--- config.mk ---
export PLATFORM = sky130hd
export DESIGN_NAME = fifo_queue_move_to_front
export DESIGN_NICKNAME = d
export VERILOG_FILES = /design/src/rtl/fqmtf_pkg.sv /design/src/rtl/fifo_queue_move_to_front.sv
export SDC_FILE = /design/constraint.sdc
export NUM_CORES = 1
export LEC_CHECK = 0
export BUFFER_PORTS_ARGS = -buffer_cell sky130_fd_sc_hd__buf_4
export CAP_MARGIN = 20
export CORE_ASPECT_RATIO = 0.7
export CORE_UTILIZATION = 45
export DETAILED_ROUTE_END_ITERATION = 7
export PLACE_DENSITY = 0.72
export SLEW_MARGIN = 20
export SYNTH_ARGS = -nofsm -noshare
export SYNTH_HDL_FRONTEND = slang
export SYNTH_SLANG_ARGS = --single-unit
export TNS_END_PERCENT = 5
--- constraint.sdc ---
create_clock -name clk -period 14.6 [get_ports clk]
set_clock_uncertainty 0.15 [all_clocks]
set_input_delay 0.73 -clock clk [delete_from_list [all_inputs] [get_ports clk]]
set_output_delay 0.73 -clock clk [all_outputs]
set_load 0.005 [all_outputs]
--- src/rtl/fqmtf_pkg.sv ---
// Package: shared defaults, request codes and status codes for the move-to-front queue.
`default_nettype none

package fqmtf_pkg;

  // Default geometry
  localparam int DEPTH_DEF  = 16;
  localparam int DATA_W_DEF = 32;

  // Request codes (code 3 is unused and answered as a no-op)
  localparam logic [1:0] ACT_ENQ = 2'd0;
  localparam logic [1:0] ACT_DEQ = 2'd1;
  localparam logic [1:0] ACT_MTF = 2'd2;

  // Result status codes
  typedef enum logic [1:0] {
    ST_DONE    = 2'd0,
    ST_FULL    = 2'd1,
    ST_EMPTY   = 2'd2,
    ST_NOMATCH = 2'd3
  } status_t;

endpackage

`default_nettype wire

--- src/rtl/fifo_queue_move_to_front.sv ---
// Top level: bounded circular-buffer queue in one memory, with enqueue, dequeue and move-to-front.
// Enqueue, full, empty and unused codes, a dequeue that empties the queue and move-to-front on
// fewer than two entries are answered from idle; a dequeue that leaves entries behind first reads
// the new front entry; move-to-front does one memory read per scanned entry from the second on,
// and on a hit then one read-write per shifted entry, then the front write.
// One request is in flight at a time; the next is taken once the result slot frees.
// Reset clears the entry count, head pointer and control state; the memory is not cleared.
`default_nettype none

module fifo_queue_move_to_front #(
  parameter int DEPTH      = fqmtf_pkg::DEPTH_DEF,
  parameter int DATA_WIDTH = fqmtf_pkg::DATA_W_DEF,
  localparam int AW        = (DEPTH > 1) ? $clog2(DEPTH) : 1,
  localparam int CNT_W     = $clog2(DEPTH + 1)
) (
  input  wire logic                  clk,
  input  wire logic                  rst_n,
  input  wire logic                  in_valid,
  output logic                       in_ready,
  input  wire logic [1:0]            in_action,
  input  wire logic [DATA_WIDTH-1:0] in_item_value,
  output logic                       out_valid,
  input  wire logic                  out_ready,
  output logic [DATA_WIDTH-1:0]      out_front_value,
  output logic                       out_queue_empty,
  output logic [CNT_W-1:0]           out_entry_count,
  output logic [1:0]                 out_status
);

  localparam logic [CNT_W-1:0] CNT_MAX = CNT_W'(DEPTH);
  localparam logic [AW:0]      DEPTH_W = (AW + 1)'(DEPTH);
  localparam logic [AW-1:0]    POS_ONE = AW'(1);

  typedef enum logic [2:0] {
    S_IDLE,
    S_DEQ_WAIT,
    S_SCAN,
    S_SHIFT,
    S_FRONT_WR
  } state_t;

  // Map a queue position to a memory address, wrapping at DEPTH
  function automatic logic [AW-1:0] pos2addr(input logic [AW-1:0] head,
                                             input logic [AW-1:0] pos);
    logic [AW:0] sum;
    sum = {1'b0, head} + {1'b0, pos};
    if (sum >= DEPTH_W) begin
      sum = sum - DEPTH_W;
    end
    return sum[AW-1:0];
  endfunction

  state_t                state_r, state_nxt;
  logic [AW-1:0]         head_r, head_nxt;
  logic [CNT_W-1:0]      count_r, count_nxt;
  logic [AW-1:0]         pos_r, pos_nxt;
  logic [DATA_WIDTH-1:0] front_r, front_nxt;
  logic [DATA_WIDTH-1:0] val_r, val_nxt;
  logic                  out_valid_r, out_valid_nxt;
  logic [DATA_WIDTH-1:0] out_front_r, out_front_nxt;
  logic                  out_empty_r, out_empty_nxt;
  logic [CNT_W-1:0]      out_count_r, out_count_nxt;
  logic [1:0]            out_status_r, out_status_nxt;

  logic                  in_accept;
  logic                  resp;
  fqmtf_pkg::status_t    resp_status;
  logic [AW-1:0]         pos_dec;

  logic [DATA_WIDTH-1:0] mem [DEPTH];
  logic                  wr_en;
  logic [AW-1:0]         wr_addr;
  logic [DATA_WIDTH-1:0] wr_data;
  logic                  rd_en;
  logic [AW-1:0]         rd_addr;
  logic [DATA_WIDTH-1:0] rdata_r;

  // Take a request only when idle and the result slot is free or draining
  assign in_ready  = (state_r == S_IDLE) && (!out_valid_r || out_ready);
  assign in_accept = in_valid && in_ready;
  assign pos_dec   = pos_r - POS_ONE;

  // Next-state and memory access logic
  always_comb begin
    state_nxt     = state_r;
    head_nxt      = head_r;
    count_nxt     = count_r;
    pos_nxt       = pos_r;
    front_nxt     = front_r;
    val_nxt       = val_r;
    out_valid_nxt = out_valid_r && !out_ready;
    out_front_nxt = out_front_r;
    out_empty_nxt = out_empty_r;
    out_count_nxt = out_count_r;
    out_status_nxt = out_status_r;
    resp          = 1'b0;
    resp_status   = fqmtf_pkg::ST_DONE;
    wr_en         = 1'b0;
    wr_addr       = '0;
    wr_data       = '0;
    rd_en         = 1'b0;
    rd_addr       = '0;

    case (state_r)
      S_IDLE: begin
        if (in_accept) begin
          val_nxt = in_item_value;
          case (in_action)
            fqmtf_pkg::ACT_ENQ: begin
              resp = 1'b1;
              if (count_r == CNT_MAX) begin
                resp_status = fqmtf_pkg::ST_FULL;
              end else begin
                wr_en     = 1'b1;
                wr_addr   = pos2addr(head_r, count_r[AW-1:0]);
                wr_data   = in_item_value;
                count_nxt = count_r + CNT_W'(1);
                if (count_r == '0) begin
                  front_nxt = in_item_value;
                end
              end
            end
            fqmtf_pkg::ACT_DEQ: begin
              if (count_r == '0) begin
                resp        = 1'b1;
                resp_status = fqmtf_pkg::ST_EMPTY;
              end else begin
                head_nxt  = pos2addr(head_r, POS_ONE);
                count_nxt = count_r - CNT_W'(1);
                if (count_r == CNT_W'(1)) begin
                  resp = 1'b1;
                end else begin
                  // Fetch the new front entry
                  rd_en     = 1'b1;
                  rd_addr   = pos2addr(head_r, POS_ONE);
                  state_nxt = S_DEQ_WAIT;
                end
              end
            end
            fqmtf_pkg::ACT_MTF: begin
              if (count_r < CNT_W'(2)) begin
                resp        = 1'b1;
                resp_status = fqmtf_pkg::ST_NOMATCH;
              end else begin
                // Start the search at the second entry
                rd_en     = 1'b1;
                rd_addr   = pos2addr(head_r, POS_ONE);
                pos_nxt   = POS_ONE;
                state_nxt = S_SCAN;
              end
            end
            default: begin
              resp = 1'b1;
            end
          endcase
        end
      end

      S_DEQ_WAIT: begin
        front_nxt = rdata_r;
        resp      = 1'b1;
        state_nxt = S_IDLE;
      end

      S_SCAN: begin
        if (rdata_r == val_r) begin
          // Hit: shift the entries ahead of it back by one, nearest first
          rd_en     = 1'b1;
          rd_addr   = pos2addr(head_r, pos_dec);
          state_nxt = S_SHIFT;
        end else if (CNT_W'(pos_r) + CNT_W'(1) < count_r) begin
          rd_en   = 1'b1;
          rd_addr = pos2addr(head_r, pos_r + POS_ONE);
          pos_nxt = pos_r + POS_ONE;
        end else begin
          resp        = 1'b1;
          resp_status = fqmtf_pkg::ST_NOMATCH;
          state_nxt   = S_IDLE;
        end
      end

      S_SHIFT: begin
        wr_en   = 1'b1;
        wr_addr = pos2addr(head_r, pos_r);
        wr_data = rdata_r;
        if (pos_r == POS_ONE) begin
          state_nxt = S_FRONT_WR;
        end else begin
          rd_en   = 1'b1;
          rd_addr = pos2addr(head_r, pos_dec - POS_ONE);
          pos_nxt = pos_dec;
        end
      end

      S_FRONT_WR: begin
        wr_en     = 1'b1;
        wr_addr   = head_r;
        wr_data   = val_r;
        front_nxt = val_r;
        resp      = 1'b1;
        state_nxt = S_IDLE;
      end

      default: begin
        state_nxt = S_IDLE;
      end
    endcase

    // Load the result slot from the queue state after the action
    if (resp) begin
      out_valid_nxt  = 1'b1;
      out_count_nxt  = count_nxt;
      out_empty_nxt  = (count_nxt == '0);
      out_front_nxt  = (count_nxt == '0) ? '0 : front_nxt;
      out_status_nxt = resp_status;
    end
  end

  // Hold state and registered outputs
  always_ff @(posedge clk) begin
    if (!rst_n) begin
      state_r     <= S_IDLE;
      head_r      <= '0;
      count_r     <= '0;
      out_valid_r <= 1'b0;
    end else begin
      state_r     <= state_nxt;
      head_r      <= head_nxt;
      count_r     <= count_nxt;
      out_valid_r <= out_valid_nxt;
    end
    pos_r        <= pos_nxt;
    front_r      <= front_nxt;
    val_r        <= val_nxt;
    out_front_r  <= out_front_nxt;
    out_empty_r  <= out_empty_nxt;
    out_count_r  <= out_count_nxt;
    out_status_r <= out_status_nxt;
  end

  // Entry memory: one write port, one registered read port
  always_ff @(posedge clk) begin
    if (wr_en) begin
      mem[wr_addr] <= wr_data;
    end
    if (rd_en) begin
      rdata_r <= mem[rd_addr];
    end
  end

  assign out_valid       = out_valid_r;
  assign out_front_value = out_front_r;
  assign out_queue_empty = out_empty_r;
  assign out_entry_count = out_count_r;
  assign out_status      = out_status_r;

  // Count stays within capacity
  a_count_bound: assert property (@(posedge clk) disable iff (!rst_n)
    count_r <= CNT_MAX)
    else $error("entry count exceeds capacity");

  // Empty flag agrees with the reported count
  a_empty_flag: assert property (@(posedge clk) disable iff (!rst_n)
    out_valid_r |-> (out_empty_r == (out_count_r == '0)))
    else $error("empty flag disagrees with entry count");

  // A successful enqueue grows the queue by one
  a_enq_count: assert property (@(posedge clk) disable iff (!rst_n)
    (in_accept && (in_action == fqmtf_pkg::ACT_ENQ) && (count_r != CNT_MAX))
      |=> (count_r == $past(count_r) + CNT_W'(1)))
    else $error("enqueue did not advance the count");

  // Search and shift never change the count or head
  a_mtf_stable: assert property (@(posedge clk) disable iff (!rst_n)
    ((state_r == S_SCAN) || (state_r == S_SHIFT) || (state_r == S_FRONT_WR))
      |=> ($stable(count_r) && $stable(head_r)))
    else $error("move-to-front changed count or head");

  // A result is produced only when the slot was free or being drained
  a_no_overwrite: assert property (@(posedge clk) disable iff (!rst_n)
    (resp && out_valid_r) |-> out_ready)
    else $error("result overwrote an untaken transaction");

endmodule

`default_nettype wire
==> impl_metrics.json <==
{
  "nets": 1713,
  "timing.final.max_slew_violations": 0,
  "final_layout_size_suffix_gt1_share_pct": 17.3,
  "routabilityCongestion": 0.848,
  "worst_slew_pin_slew_ps": 1070,
  "p_total_w": 0.00484,
  "yosysWarnings": 0,
  "synthCells": 1542,
  "rsz0062_at_grt": "no",
  "die_area_sq_mm": 0.0632,
  "combPwrFrac_pct": 17.3,
  "setup_viol": 0,
  "fin_crit_ps": 4810,
  "synth_ff_type": "edfxtp_1",
  "area_delta_synth_final_pct": 12.4,
  "avgSynthCellArea_sq_um": 18.2,
  "startpoint_type": "register",
  "clkTransAtPathRegs_ps": 70,
  "timing.final.crit_share_pct": 33.0,
  "leakagePower_nw": 10.8,
  "post-place-ws_ps": 9740,
  "n_antenna_cell": 0,
  "core_area_sq_mm": 0.0615,
  "cp.arrival_ps": 5020,
  "synthArstFlopShare_pct": 0,
  "synth_top_area_share_pct": 66.5,
  "ios": 80,
  "routedWlPerCell_um": 26.5,
  "seq_area_sq_mm": 0.0195,
  "wirelength_mm": 66.6,
  "fillers": 4783,
  "vias": 15000,
  "cts_setup_buffers": 0,
  "initial_core_util_pct": 45.5,
  "sw_frac_of_total_pct": 27.0,
  "dr.pass1.iters": 7,
  "hold_ws_ps": 140,
  "crit_required_ps": 14810,
  "cts.htree.levels": 2,
  "critPathMaxFanout": 80,
  "ant_nets": 0,
  "setup_tns_ps": 0,
  "grt_first_pass_wirelength_mm": 98.1,
  "p_seq_share_pct": 49.4,
  "status": "completed",
  "hpwl_mm": 35.3,
  "yosysTopAreaCell": "edfxtp_1",
  "die_x_um": 300,
  "maxSlewHeadroom_pct": 28.9,
  "clock_sinks": 665,
  "multi_input_area_sq_mm": 0.00784,
  "synth_edf_count": 620,
  "netlist_top_cells_count": "620 x edfxtp_1, 98 x mux2i_1, 86 x mux4_1, 85 x nand2_1, 75 x o21ai_0",
  "power_density_mw_per_mm2": 154,
  "min_path_type": "input port to register",
  "p_clk_share_pct": 33.3,
  "drtIter0Drc": 2017,
  "netlist-cell-type-count": 68,
  "cts_tree": "built",
  "gr-total-overflow": 0,
  "end_kind": "register",
  "drt-vias-per-instance": 5.96,
  "grt.total_usage_pct": 21.2,
  "netlist_top_cells_area": "edfxtp_1 66%, mux4_1 8.1%, mux2i_1 3.5%",
  "p_switching_w": 0.00131,
  "clockBufferDepth": 3,
  "placementRows": 76,
  "die_h_um": 211,
  "first_global_vias": 14800,
  "ctsResizeCount": 0,
  "hold_buffers": 0,
  "fmax_mhz": 208,
  "final.setup.worst_slack_ps": 9790,
  "insertion_delay_ps": 640,
  "cap_violations": 0,
  "antenna_found_initial": 1,
  "seq_area_frac_synth_pct": 69.7,
  "vdd_drop_max_mv": 0.157,
  "root_buffer": "clkbuf_16",
  "critPathKind": "register to register",
  "post-route-util_pct": 51.1,
  "syn_area_sq_mm": 0.0280,
  "hold_viol_final": 0,
  "yosysMostFrequentCell": "edfxtp_1",
  "synth_seq_cells": 665,
  "internal-power_w": 0.00353,
  "post-route-drc-count": 0,
  "grt_max_degree": 129,
  "synth_fp_nets": 1617,
  "port_buffers": 79,
  "cts_buffers": 61
}
worst max-delay path, cell delays in order (launching register included):
cell      delay [ps]
edfxtp_1         480
inv_1            240
ha_1             350
ha_1             310
o211ai_1         140
o21ai_0          130
a21o_1           240
nor3_1           200
a211o_4          600
buf_4            910
mux4_1           420
mux2i_1          200
mux2i_1          100
per-stage QoR:
stage	cell area, sq um	cells
floorplan	28000	1542
global placement	29400	2394
global route	31500	2509
CTS	31500	2509
finish	31500	2509
detailed placement	29400	2394
area by class of cell:
cell class | count | share of cell area [%]
sequential | 665 | 62.0
tap | 819 | 3.26
clock buffer | 71 | 5.03
inverter | 54 | 0.644
multi-input combinational | 744 | 24.9
clock inverter | 44 | 1.40
timing repair buffer | 112 | 2.71
power by group through the flow:
stage | sequential, W | clock [W] | combinational (W)
after floorplan | 0.00241 | 0 | 0.000528
after global routing | 0.00240 | 0.00171 | 0.000913
after detailed placement | 0.00243 | 0 | 0.000829
after global placement | 0.00242 | 0 | 0.000808
after CTS | 0.00239 | 0.00163 | 0.000834
final | 0.00239 | 0.00161 | 0.000838
kinds of logic after synthesis:
kind of cell | Yosys count | synth area share [%]
flip-flops | 665 | 69.7
AO/OA/AOI/OAI | 236 | 5.61
multiplexers | 226 | 15.0
AND/OR/NAND/NOR | 189 | 3.20
buffers and inverters | 133 | 2.99
XOR/XNOR | 56 | 1.75
adder cells (fa/ha/maj) | 37 | 1.79
path summary, 6_finish.rpt:
check / startpoint / end / slack [ps] / cells past startpoint
worst max-delay path: pos_r[1]$_DFFE_PP_ / rdata_r[14]$_DFFE_PP_ / 9790 / 12
worst min register to register: front_r[23]$_DFF_P_ / front_r[23]$_DFF_P_ / 360 / 2
worst max register to register: pos_r[1]$_DFFE_PP_ / rdata_r[14]$_DFFE_PP_ / 9790 / 12
worst min-delay path: in_item_value[28] / val_r[28]$_DFFE_PP_ / 140 / 1
cell usage in the layout (no fill, tap or decap), types with 7 or more instances in the layout:
cell and n:
nor2_1 24, buf_4 111, clkinv_2 12, nand3_1 7, clkinv_1 11, dfxtp_1 45, a21oi_1 48, mux4_1 86
mux4_2 42, xor2_1 42, nor3_1 10, clkbuf_16 61, a22oi_1 36, nor2_4 17, o21ai_0 73, xnor2_1 14
nor4_1 9, ha_1 32, mux2i_1 98, a21o_1 7, inv_1 53, a222oi_1 33, clkbuf_1 8, bufinv_16 7
edfxtp_1 620, nand2_1 84
flip-flops by register name (all words and copies together), names as in the netlist:
name             cells
pos_r                4
state_r              3
mem                512
rdata_r             32
out_entry_count      5
out_front_value     32
head_r               4
out_valid            1
val_r               32
count_r              5
out_status           2
front_r             32
out_queue_empty      1
metal layers:
metal	global-route usage, %	vias up	wire [um]
met5	0	-	0
li1	-	6463	-
met1	31.2	7618	28300
met2	32.6	792	30400
met4	4.66	0	995
met3	4.39	80	6900
No activity file was read; power rests on OpenSTA's default activity.
